==> config.mk <==
export PLATFORM = sky130hd
export DESIGN_NAME = fp32_to_int8_symmetric_quantizer_flat
export DESIGN_NICKNAME = d
export VERILOG_FILES = /design/src/f2i8_pkg.sv /design/src/f2i8_if.sv /design/src/fp32_to_int8_symmetric_quantizer.sv /design/src/f2i8_unpack.sv /design/src/f2i8_div_cell.sv /design/src/f2i8_round.sv /design/src/f2i8_sum.sv /design/src/flat_wrapper.sv
export SDC_FILE = /design/constraint.sdc
export NUM_CORES = 2
export LEC_CHECK = 0
export BUFFER_PORTS_ARGS = -buffer_cell sky130_fd_sc_hd__buf_2
export CORE_MARGIN = 4
export CORE_UTILIZATION = 50
export DETAILED_ROUTE_END_ITERATION = 8
export MAX_ROUTING_LAYER = met4
export PLACE_DENSITY = 0.7
export RECOVER_POWER = 25
export SLEW_MARGIN = 0
export SYNTH_ARGS = -nofsm -noshare
export SYNTH_HDL_FRONTEND = slang
export SYNTH_SLANG_ARGS = --single-unit
==> constraint.sdc <==
create_clock -name clk -period 24.6 [get_ports clk]
set_input_delay 3.69 -clock clk [delete_from_list [all_inputs] [get_ports clk]]
set_output_delay 3.69 -clock clk [all_outputs]
set_load 0.005 [all_outputs]
==> src/f2i8_pkg.sv <==
// Shared types, constants and helper functions of the fp32 to int8 quantizer.
// No dependencies; the quantizer modules and the testbench import this package.
`timescale 1ns / 1ps
package f2i8_pkg;

  localparam int MANT_W    = 24;
  localparam int REM_W     = MANT_W + 1;
  localparam int QUO_W     = MANT_W + 2;
  localparam int DIV_CELLS = QUO_W;
  localparam int EXP_W     = 11;
  localparam int RND_EXP_W = 6;
  localparam int SUM_W     = 56;
  localparam logic [31:0] SCALE_RESET = 32'h3F80_0000;
  localparam logic signed [7:0] QMAX = 8'sd127;
  localparam logic signed [7:0] QMIN = -8'sd127;

  typedef enum logic [1:0] {
    CLS_NORM,
    CLS_ZERO,
    CLS_SAT
  } cls_t;

  typedef struct packed {
    logic                    sign;
    cls_t                    cls;
    logic signed [EXP_W-1:0] expo;
    logic [MANT_W-1:0]       divisor;
    logic [REM_W-1:0]        rem;
    logic [QUO_W-1:0]        quo;
    logic                    last;
  } div_t;

  typedef struct packed {
    logic                        sign;
    cls_t                        cls;
    logic signed [RND_EXP_W-1:0] expo;
    logic [MANT_W-1:0]           mant;
    logic                        last;
  } rnd_t;

  function automatic logic [4:0] lzc24(input logic [MANT_W-1:0] m);
    logic [4:0] n;
    n = 5'd0;
    for (int i = 0; i < MANT_W; i++) begin
      if (m[i]) begin
        n = 5'(MANT_W - 1 - i);
      end
    end
    return n;
  endfunction

endpackage

==> src/f2i8_if.sv <==
// Stream interfaces of the fp32 to int8 quantizer: sample items in, byte items out.
// No dependencies.
`timescale 1ns / 1ps
interface f2i8_in_if;
  logic        valid;
  logic        ready;
  logic [31:0] sample;
  logic        last;
  modport source (output valid, sample, last, input ready);
  modport sink (input valid, sample, last, output ready);
endinterface

interface f2i8_out_if;
  logic              valid;
  logic              ready;
  logic signed [7:0] quantized;
  logic              last_out;
  modport source (output valid, quantized, last_out, input ready);
  modport sink (input valid, quantized, last_out, output ready);
endinterface

==> src/fp32_to_int8_symmetric_quantizer.sv <==
// Symmetric int8 quantizer: divides each fp32 sample by the scale register,
// rounds half away from zero and clamps to -127..127.
// Depends on f2i8_pkg, f2i8_if, f2i8_unpack, f2i8_div_cell, f2i8_round, f2i8_sum.
//
// samples carries one fp32 bit pattern and a last flag per item; results
// carries the signed byte and the copied last flag, one item per sample,
// in order. scale_we with scale_wdata writes the divisor (reset value 1.0);
// write it only while the block is empty.
// The item passes 29 register stages: one unpack stage, 26 division cells
// that each resolve one quotient bit, one rounding stage and one output
// stage. Throughput is one item per cycle while the receiver takes results.
// Every stage holds its own item and moves when the stage after it is free,
// so a stalled receiver fills the chain from the output backward and
// bubbles close up; samples.ready drops only when every stage is full.
// Synchronous reset empties the chain and restores the scale.
`timescale 1ns / 1ps
module fp32_to_int8_symmetric_quantizer import f2i8_pkg::*; (
  input  logic        clk,
  input  logic        rst,
  input  logic        scale_we,
  input  logic [31:0] scale_wdata,
  f2i8_in_if.sink     samples,
  f2i8_out_if.source  results
);

  logic [31:0] scale;
  div_t        chain_d   [0:DIV_CELLS];
  logic        chain_v   [0:DIV_CELLS];
  logic        chain_rdy [0:DIV_CELLS];
  rnd_t        rnd_d;
  logic        rnd_v, rnd_rdy;

  always_ff @(posedge clk) begin
    if (rst) begin
      scale <= SCALE_RESET;
    end else if (scale_we) begin
      scale <= scale_wdata;
    end
  end

  f2i8_unpack u_unpack (
    .clk      (clk),
    .rst      (rst),
    .samples  (samples),
    .scale    (scale),
    .d_out    (chain_d[0]),
    .v_out    (chain_v[0]),
    .ready_dn (chain_rdy[0])
  );

  for (genvar i = 0; i < DIV_CELLS; i++) begin : g_cell
    f2i8_div_cell u_cell (
      .clk      (clk),
      .rst      (rst),
      .d_in     (chain_d[i]),
      .v_in     (chain_v[i]),
      .ready_up (chain_rdy[i]),
      .d_out    (chain_d[i+1]),
      .v_out    (chain_v[i+1]),
      .ready_dn (chain_rdy[i+1])
    );
  end

  f2i8_round u_round (
    .clk      (clk),
    .rst      (rst),
    .d_in     (chain_d[DIV_CELLS]),
    .v_in     (chain_v[DIV_CELLS]),
    .ready_up (chain_rdy[DIV_CELLS]),
    .r_out    (rnd_d),
    .v_out    (rnd_v),
    .ready_dn (rnd_rdy)
  );

  f2i8_sum u_sum (
    .clk      (clk),
    .rst      (rst),
    .r_in     (rnd_d),
    .v_in     (rnd_v),
    .ready_up (rnd_rdy),
    .results  (results)
  );

endmodule

==> src/f2i8_unpack.sv <==
// Input stage: classifies sample and scale, normalizes both significands.
// Depends on f2i8_pkg and f2i8_in_if.
`timescale 1ns / 1ps
module f2i8_unpack import f2i8_pkg::*; (
  input  logic           clk,
  input  logic           rst,
  f2i8_in_if.sink        samples,
  input  logic [31:0]    scale,
  output div_t           d_out,
  output logic           v_out,
  input  logic           ready_dn
);

  logic       sa, sb, a_nan, b_nan, a_inf, b_inf, a_zero, b_zero;
  logic [7:0] ea, eb, ea_eff, eb_eff;
  logic [MANT_W-1:0] ma, mb;
  logic [4:0] la, lb;
  logic signed [EXP_W-1:0] exp_a, exp_b;
  div_t d_next;

  assign samples.ready = !v_out || ready_dn;

  always_comb begin
    sa = samples.sample[31];
    sb = scale[31];
    ea = samples.sample[30:23];
    eb = scale[30:23];
    a_nan  = (ea == 8'hFF) && (samples.sample[22:0] != 23'd0);
    b_nan  = (eb == 8'hFF) && (scale[22:0] != 23'd0);
    a_inf  = (ea == 8'hFF) && (samples.sample[22:0] == 23'd0);
    b_inf  = (eb == 8'hFF) && (scale[22:0] == 23'd0);
    a_zero = (ea == 8'h00) && (samples.sample[22:0] == 23'd0);
    b_zero = (eb == 8'h00) && (scale[22:0] == 23'd0);
    ma = {ea != 8'h00, samples.sample[22:0]};
    mb = {eb != 8'h00, scale[22:0]};
    la = lzc24(ma);
    lb = lzc24(mb);
    ea_eff = (ea == 8'h00) ? 8'd1 : ea;
    eb_eff = (eb == 8'h00) ? 8'd1 : eb;
    exp_a = $signed({3'b000, ea_eff}) - 11'sd127 - $signed({6'b000000, la});
    exp_b = $signed({3'b000, eb_eff}) - 11'sd127 - $signed({6'b000000, lb});
    d_next.sign    = sa ^ sb;
    d_next.expo    = exp_a - exp_b;
    d_next.divisor = mb << lb;
    d_next.rem     = {1'b0, ma << la};
    d_next.quo     = '0;
    d_next.last    = samples.last;
    if (a_nan || b_nan || (a_inf && b_inf) || (a_zero && b_zero)) begin
      d_next.cls  = CLS_SAT;
      d_next.sign = 1'b0;
    end else if (a_inf || b_zero) begin
      d_next.cls = CLS_SAT;
    end else if (a_zero || b_inf) begin
      d_next.cls = CLS_ZERO;
    end else begin
      d_next.cls = CLS_NORM;
    end
  end

  always_ff @(posedge clk) begin
    if (rst) begin
      v_out <= 1'b0;
    end else if (samples.ready) begin
      v_out <= samples.valid;
    end
  end

  always_ff @(posedge clk) begin
    if (samples.ready) begin
      d_out <= d_next;
    end
  end

endmodule

==> src/f2i8_div_cell.sv <==
// One restoring-division cell: produces one quotient bit and passes the item on.
// Depends on f2i8_pkg.
`timescale 1ns / 1ps
module f2i8_div_cell import f2i8_pkg::*; (
  input  logic clk,
  input  logic rst,
  input  div_t d_in,
  input  logic v_in,
  output logic ready_up,
  output div_t d_out,
  output logic v_out,
  input  logic ready_dn
);

  logic             ge;
  logic [REM_W-1:0] diff;
  div_t             d_next;

  assign ready_up = !v_out || ready_dn;

  always_comb begin
    ge     = d_in.rem >= {1'b0, d_in.divisor};
    diff   = ge ? d_in.rem - {1'b0, d_in.divisor} : d_in.rem;
    d_next = d_in;
    d_next.rem = {diff[REM_W-2:0], 1'b0};
    d_next.quo = {d_in.quo[QUO_W-2:0], ge};
  end

  always_ff @(posedge clk) begin
    if (rst) begin
      v_out <= 1'b0;
    end else if (ready_up) begin
      v_out <= v_in;
    end
  end

  always_ff @(posedge clk) begin
    if (ready_up) begin
      d_out <= d_next;
    end
  end

endmodule

==> src/f2i8_round.sv <==
// Rounds the quotient to single precision and sorts out tiny and huge values.
// Depends on f2i8_pkg.
`timescale 1ns / 1ps
module f2i8_round import f2i8_pkg::*; (
  input  logic clk,
  input  logic rst,
  input  div_t d_in,
  input  logic v_in,
  output logic ready_up,
  output rnd_t r_out,
  output logic v_out,
  input  logic ready_dn
);

  logic [MANT_W-1:0]       mant;
  logic                    guard, sticky, rup;
  logic [MANT_W:0]         msum;
  logic signed [EXP_W-1:0] e_adj, e_fin;
  rnd_t                    r_next;

  assign ready_up = !v_out || ready_dn;

  always_comb begin
    if (d_in.quo[QUO_W-1]) begin
      mant   = d_in.quo[QUO_W-1:2];
      guard  = d_in.quo[1];
      sticky = d_in.quo[0] || (d_in.rem != '0);
      e_adj  = d_in.expo;
    end else begin
      mant   = d_in.quo[QUO_W-2:1];
      guard  = d_in.quo[0];
      sticky = d_in.rem != '0;
      e_adj  = d_in.expo - 11'sd1;
    end
    rup  = guard && (sticky || mant[0]);
    msum = {1'b0, mant} + {{MANT_W{1'b0}}, rup};
    if (msum[MANT_W]) begin
      r_next.mant = {1'b1, {(MANT_W-1){1'b0}}};
      e_fin       = e_adj + 11'sd1;
    end else begin
      r_next.mant = msum[MANT_W-1:0];
      e_fin       = e_adj;
    end
    r_next.sign = d_in.sign;
    r_next.last = d_in.last;
    r_next.expo = e_fin[RND_EXP_W-1:0];
    r_next.cls  = d_in.cls;
    if (d_in.cls == CLS_NORM) begin
      if (e_fin >= 11'sd7) begin
        r_next.cls = CLS_SAT;
      end else if (e_fin < -11'sd25) begin
        r_next.cls = CLS_ZERO;
      end
    end
  end

  always_ff @(posedge clk) begin
    if (rst) begin
      v_out <= 1'b0;
    end else if (ready_up) begin
      v_out <= v_in;
    end
  end

  always_ff @(posedge clk) begin
    if (ready_up) begin
      r_out <= r_next;
    end
  end

endmodule

==> src/f2i8_sum.sv <==
// Output stage: adds the signed half, rounds the sum, truncates and clamps.
// Depends on f2i8_pkg and f2i8_out_if.
`timescale 1ns / 1ps
module f2i8_sum import f2i8_pkg::*; (
  input  logic       clk,
  input  logic       rst,
  input  rnd_t       r_in,
  input  logic       v_in,
  output logic       ready_up,
  f2i8_out_if.source results
);

  logic signed [6:0] sh_full;
  logic [4:0]        sh;
  logic [SUM_W-1:0]  s, t;
  logic [3:0]        k;
  logic              rb, stk, lsb, rup;
  logic [8:0]        mag;
  logic signed [7:0] q_next;

  assign ready_up = !results.valid || results.ready;

  always_comb begin
    sh_full = {r_in.expo[RND_EXP_W-1], r_in.expo} + 7'sd25;
    sh      = sh_full[4:0];
    s = ({{(SUM_W-MANT_W){1'b0}}, r_in.mant} << sh) + (SUM_W'(1) << 47);
    k = 4'd0;
    for (int j = 0; j < 9; j++) begin
      if (s[47+j]) begin
        k = 4'(j);
      end
    end
    rb  = s[23+k];
    lsb = s[24+k];
    stk = (s & ((SUM_W'(1) << (23 + k)) - SUM_W'(1))) != '0;
    rup = rb && (stk || lsb);
    t   = (s >> (24 + k)) + {{(SUM_W-1){1'b0}}, rup};
    mag = 9'(t >> (24 - k));
    unique case (r_in.cls)
      CLS_ZERO: q_next = 8'sd0;
      CLS_SAT:  q_next = r_in.sign ? QMIN : QMAX;
      CLS_NORM: begin
        if (mag >= 9'd127) begin
          q_next = r_in.sign ? QMIN : QMAX;
        end else begin
          q_next = r_in.sign ? -$signed(mag[7:0]) : $signed(mag[7:0]);
        end
      end
      default:  q_next = 8'sd0;
    endcase
  end

  always_ff @(posedge clk) begin
    if (rst) begin
      results.valid <= 1'b0;
    end else if (ready_up) begin
      results.valid <= v_in;
    end
  end

  always_ff @(posedge clk) begin
    if (ready_up) begin
      results.quantized <= q_next;
      results.last_out  <= r_in.last;
    end
  end

endmodule

==> src/flat_wrapper.sv <==
// flat-port wrapper written by rule: the top's interface ports become plain ports
module fp32_to_int8_symmetric_quantizer_flat import f2i8_pkg::*;
  (clk, rst, scale_we, scale_wdata, samples_valid, samples_sample, samples_last, samples_ready, results_valid, results_quantized, results_last_out, results_ready);
  f2i8_in_if samples_i ();
  f2i8_out_if results_i ();
  input  logic clk;
  input  logic rst;
  input  logic scale_we;
  input  logic [31:0] scale_wdata;
  input wire logic [$bits(samples_i.valid)-1:0] samples_valid;
  input wire logic [$bits(samples_i.sample)-1:0] samples_sample;
  input wire logic [$bits(samples_i.last)-1:0] samples_last;
  output wire logic [$bits(samples_i.ready)-1:0] samples_ready;
  output wire logic [$bits(results_i.valid)-1:0] results_valid;
  output wire logic [$bits(results_i.quantized)-1:0] results_quantized;
  output wire logic [$bits(results_i.last_out)-1:0] results_last_out;
  input wire logic [$bits(results_i.ready)-1:0] results_ready;
  assign samples_i.valid = samples_valid;
  assign samples_i.sample = samples_sample;
  assign samples_i.last = samples_last;
  assign samples_ready = samples_i.ready;
  assign results_valid = results_i.valid;
  assign results_quantized = results_i.quantized;
  assign results_last_out = results_i.last_out;
  assign results_i.ready = results_ready;
  fp32_to_int8_symmetric_quantizer u_core (.clk(clk), .rst(rst), .scale_we(scale_we), .scale_wdata(scale_wdata), .samples(samples_i), .results(results_i));
endmodule
After elaboration in Yosys (flattened, before gate mapping)
Index checks and enable logic that the tools add are counted.
{ "word_totals": {"input_bits": 70, "output_inout_bits": 11, "word_cells": 523, "regBits": 2131} }
{ "op_classes": {"n_lt_le_gt_ge": 31, "bitwise": 2, "muxes": 101, "reduce_logical": 89, "n_eq_ne": 3, "shift": 6, "n_addsub": 42} }
{ "op_table": {"columns": ["cell", "n"], "rows": [
  ["two-way mux 24 bit", 27],
  [">= comparator 25 x 24 -> 1 bit", 25],
  ["subtractor 24 bit", 26],
  ["two-way mux 5 bit", 48],
  ["< comparator 32 x 7 -> 1 bit (second input constant)", 2],
  ["adder 56 x 1 -> 56 bit", 1],
  ["adder 56 x 48 -> 56 bit (second input constant)", 1],
  ["AND 56 bit", 1],
  ["nonzero test 56 bit", 1],
  ["<< shifter 1 x 6 -> 56 bit (first input constant)", 1],
  ["<< shifter 24 x 5 -> 56 bit", 1],
  ["right shift 56 x 32 -> 9 bit", 1],
  ["right shift 56 x 6 -> 56 bit", 1],
  ["subtractor 56 x 1 -> 56 bit (second input constant)", 1],
  ["<< shifter 24 x 5 -> 24 bit", 2],
  ["zero test 23 bit", 2],
  ["nonzero test 23 bit", 2],
  ["two-way mux 8 bit", 5],
  ["logical OR 1 bit", 37],
  ["zero test 1 bit", 29],
  ["two-way mux 4 bit", 7],
  ["adder 24 x 1 -> 25 bit", 1],
  ["nonzero test 25 bit", 1],
  [">= comparator 24 bit", 1],
  ["25 further kinds", 50]
]} }

Logic depth before layout (Yosys ltp)
{ "logic_depth": {"depth_word": 30, "ltp_mapped": 45, "depth_no_buf": 40} }

Hierarchy
From an unflattened synthesis, not the netlist that was laid out.
{ "hier_totals": {"hier_cells": 11530, "area_unflattened_um2": 136815.0} }
{ "by_module_without_submodules": {"columns": ["module", "cells_per_inst", "instances", "area_per_inst_um2"], "rows": [
  ["f2i8_div_cell at u_core.g_cell[13].u_cell ...", 392, 18, 4753.3],
  ["f2i8_div_cell at u_core.g_cell[0].u_cell ...", 318, 7, 4409.2],
  ["f2i8_unpack", 633, 1, 5994.5],
  ["f2i8_sum", 871, 1, 5878.1],
  ["f2i8_div_cell at u_core.g_cell[12].u_cell", 305, 1, 4316.6],
  ["f2i8_round", 336, 1, 3031.7],
  ["fp32_to_int8_symmetric_quantizer", 103, 1, 1169.9]
]} }

Worst setup path before layout
No wires, ideal clock.
{ "synth_path": {"kind": "input-to-output", "start": "input results_ready", "end": "output samples_ready", "arrival_time_ns": 18.563, "required_time_ns": 20.910, "path_buffers": 0, "path_slack_ns": 2.347, "cell_stages": 14, "cell_sequence": "nor2b_1 and2_1 inv_1 nor2_1 nand2_1 nor4_1 nand3_1 nor2_1 nand3_1 nor2_1 nand3_1 nor2_1 nand4_1 or2_2"} }
{ "synth_via": {"elab_chain_len": 29} }
{ "synth_rtl": {"columns": ["element", "line", "rtl"], "rows": [
  ["start, declared", "flat_wrapper.sv:17", "input wire logic [$bits(results_i.ready)-1:0] results_ready;"],
  ["logical OR 1 bit", "f2i8_sum.sv:21", "assign ready_up = !results.valid || results.ready;"],
  ["logical OR 1 bit", "f2i8_round.sv:21", "assign ready_up = !v_out || ready_dn;"],
  ["via u_core.g_cell[25].u_cell.ready_dn", "f2i8_div_cell.sv:12", "input logic ready_dn"],
  ["logical OR 1 bit (4 in series)", "f2i8_div_cell.sv:19", "assign ready_up = !v_out || ready_dn;"],
  ["via u_core.g_cell[21].u_cell.ready_dn", "f2i8_div_cell.sv:12", null],
  ["logical OR 1 bit (12 in series)", "f2i8_div_cell.sv:19", null],
  ["via u_core.g_cell[10].u_cell.ready_up", "f2i8_div_cell.sv:9", "output logic ready_up,"],
  ["logical OR 1 bit (3 in series)", "f2i8_div_cell.sv:19", null],
  ["via u_core.g_cell[6].u_cell.ready_dn", "f2i8_div_cell.sv:12", null],
  ["logical OR 1 bit (3 in series)", "f2i8_div_cell.sv:19", null],
  ["via u_core.g_cell[3].u_cell.ready_dn", "f2i8_div_cell.sv:12", null],
  ["logical OR 1 bit (4 in series)", "f2i8_div_cell.sv:19", null],
  ["via u_core.g_cell[0].u_cell.ready_up", "f2i8_div_cell.sv:9", null],
  ["logical OR 1 bit", "f2i8_unpack.sv:21", "assign samples.ready = !v_out || ready_dn;"],
  ["end, declared", "flat_wrapper.sv:13", "output wire logic [$bits(samples_i.ready)-1:0] samples_ready;"]
]} }
The timed path passes the listed nets, and every way through them passes these cells.

Worst setup path in the final report
Same ends and word-level chain as after synthesis.

==> impl_metrics.csv <==
group,metric,value,unit
grt,grt_pass1_vias,69490,
yosys,synth_edf_count,2070,
yosys,synth_warnings,0,
clocking,clock_sinks,2131,
setup_path,cp.required,20.91,ns
yosys,ys_ff_latch,2131,
setup_path,cp_cell_sequence,"buf_2, nor2b_1, and2_1, inv_1, buf_4, nor2_1, nand2_4, nor4_2, nand3_4, nor2_1, nand3_4, nor2_1, nand3_4, buf_4, nor2_1, nand4_1, buf_4, or2_2, buf_2",
place,post-place-ws,10.90,ns
die,die-area,227100,sq um
route,firstDrtPassIters,6,
route,routed_wl,253.4,mm
yosys,seq_area_frac_synth,57.73,%
setup_path,crit_path_start,"results_ready",
setup_path,cp_data_arrival_time,9.90,ns
cells_and_area,post-route-util,55.75,%
route,vias_per_cell,5.598,
die,die_x,476.6,um
place,placed_area,114000,sq um
grt,grt_overflow,0,
setup_path,critPathLaunchType,"input pin",
sta,setup_slack,11.01,ns
grt,grt_pass1_wl,392.1,mm
pwr,powerDensity,154.2,nW/um^2
setup_path,cp_slowest_cell,"nor4_2",
sta,tightest_slew,1.360,ns
clocking,insertion_delay,0.87,ns
sta,hold_violations,0,
clocking,ctsResizeCount,0,
cells_and_area,fill_cells,17889,
die,pin_count,81,
die,rows,171,
sta,fin_hold_ws,0.3555,ns
sta,finalSetupTns,0,ns
sta,skew,0.08056,ns
yosys,synthArstFlopShare,0,%
route,drt.antenna.violating_nets,0,
route,first_iter_violations,5521,
route,wl_per_cell,19.87,um
setup_path,crit_fanout,70,
yosys,synth_common_cells,"edfxtp_1, inv_1, a21oi_1",
sta,fin_crit,13.59,ns
clocking,htree_levels,4,
cells_and_area,area_delta_synth_final,10.61,%
sta,final.period_utilization,55.26,%
yosys,avgSynthCellArea,11.51,sq um
yosys,synth_cell_types,115,
sta,maxSlewHeadroom,8.374,%
route,drc,0,
place,port_buffers,80,
sta,rsz0062_at_grt,"false",
clocking,cts_buffer_depth,3,
sta,slew_viol_final,0,
place,gp_congestion,0.9282,
pwr,peakVddDrop,143.0,uV
route,vias,71389,
cells_and_area,fin_area,121400,sq um
setup_path,crit_path_end_kind,"output pin",
clocking,post_cts_buffers,0,
grt,grt_max_degree,85,
yosys,synth.area.top_cells,"edfxtp_1, ha_1, a21oi_1",
grt,antenna_found_initial,4,
worst_hold_path,hp-start,"u_core.g_cell[21].u_cell.d_out[4]$_DFFE_PP_",
status,status,"complete, no violations",
clocking,path_clk_slew,0.06,ns
cells_and_area,drive_gt1_share,8.306,%
clocking,clock-root-buffer,"clkbuf_16",
yosys,synth_top_area_share,56.62,%
clocking,cts_tree,"built",
place,dp_hpwl,190.5,mm
run,drv_cap,0,
pwr,p_leak,48.18,nW
die,start_util,50.40,%
sta,timing.fmax,73.56,MHz
setup_path,r2r-start,"u_core.u_round.r_out[25]$_DFFE_PP_",
yosys,synth_largest_area_cell,"edfxtp_1",
sta,setup-violations-final,0,
grt,gr-usage-all-layers,22.43,%
yosys,yosysMostFrequentCell,"edfxtp_1",
setup_path,cp_common_cell,"nor2_1",
yosys,synth_top_flop_cell,"edfxtp_1",
setup_path,slowest_delay,0.84,ns
die,coreArea,217800,sq um
cells_and_area,layout.nets,10472,
die,die_h,476.6,um
yosys,syn_inst,9539,
clocking,hold_buffers,0,
yosys,synth_area,109800,sq um
clocking,numCtsBuffers,216,
worst_hold_path,hold_path_class,"reg2reg",
setup_path,path_class,"in2out",
-- path summary, 6_finish.rpt --
kind                                                                   endpoint  slack, ns  depth (start not counted)
worst max-delay path                                              samples_ready      11.01                         19
worst min-delay path                u_core.g_cell[22].u_cell.d_out[5]$_DFFE_PP_       0.36                          0
worst max register to register  u_core.u_sum.results.quantized[6]$_SDFFCE_PN0P_      12.98                         41
worst min register to register      u_core.g_cell[22].u_cell.d_out[5]$_DFFE_PP_       0.36                          0
-- cell families (layout without fill, tap and decap cells) --
logic type,after synthesis,after routing,share of synthesized area (%)
buf+inv,1385,1740,4.811
xor+xnor,503,503,4.047
simple gates,2338,2338,10.04
compound gates,2127,2127,11.52
mux,357,357,3.666
other cells,2,7,0.006841
fa+ha+maj,696,696,8.179
flops,2131,2131,57.73
-- critical path: cells and delay by family --
family	cells	cell delay [ns]
simple gates	13	4.75
buf+inv	6	1.31
-- placed cells by master, fill, tap and decap left out, drive strengths merged, types with 18 or more instances in the layout --
| cell type | count |
|---|---|
| a21boi | 186 |
| or3 | 46 |
| a21o | 130 |
| xnor2 | 337 |
| a21oi | 933 |
| and3 | 27 |
| fa | 36 |
| or2 | 18 |
| o21ai | 509 |
| a31oi | 32 |
| clkinv | 100 |
| nand2 | 568 |
| ha | 660 |
| o21a | 46 |
| buf | 160 |
| inv | 1176 |
| bufinv | 27 |
| o22ai | 18 |
| mux2i | 171 |
| nor2b | 84 |
| o31ai | 45 |
| o211ai | 36 |
| nor2 | 798 |
| clkbuf | 262 |
| edfxtp | 2070 |
| xor2 | 166 |
| a211oi | 40 |
| nand3 | 211 |
| or4 | 26 |
| mux2 | 169 |
| nor4 | 51 |
| and2 | 48 |
| nand4 | 142 |
| nand2b | 141 |
| dfxtp | 61 |
| nor3 | 145 |
-- area by class of cell --
cell class                 instances  area (sq um)  area share, %
antenna                            3         7.507       0.006183
clock buffer                     262          5683          4.680
clock inverter                   146          1768          1.456
inverter                        1172          4408          3.630
multi-input combinational       6025         41600          34.26
sequential                      2131         63380          52.20
tap                             2854          3571          2.941
timing repair buffer             160          1001         0.8244
-- stage by stage --
stage / total power [mW] / cells
finish: 18.72 / 12753
global route: 20.02 / 12753
CTS: 18.72 / 12750
detailed placement: 15.26 / 12342
global placement: 15.15 / 12342
floorplan: 12.64 / 9541
-- power breakdown --
| part | switching [mW] | leakage (nW) | internal [mW] |
|---|---|---|---|
| clock network | 1.41 | 3.59 | 1.95 |
| registers | 0.692 | 22.8 | 5.64 |
| logic | 5.54 | 21.8 | 3.49 |
-- state kept, by name (all words and copies together) (netlist names) --
name / flops
u_core.g_cell.u_cell.d_out: 1965
u_core.u_unpack.v_out: 1
u_core.g_cell.u_cell.v_out: 26
u_core.u_sum.results.last_out: 1
u_core.u_round.v_out: 1
u_core.u_unpack.d_out: 63
u_core.u_sum.results.valid: 1
u_core.u_sum.results.quantized: 8
u_core.u_round.r_out: 33
u_core.scale: 32
-- routing by layer --
layer	global-route usage, %	share of wire [%]	up-vias
met1	29.56	44	34664
met2	36.61	48	1682
met5	-	0	-
met4	6.248	2.8	0
li1	-	-	34634
met3	3.086	4.8	409
(Power assumes the default switching activity.)
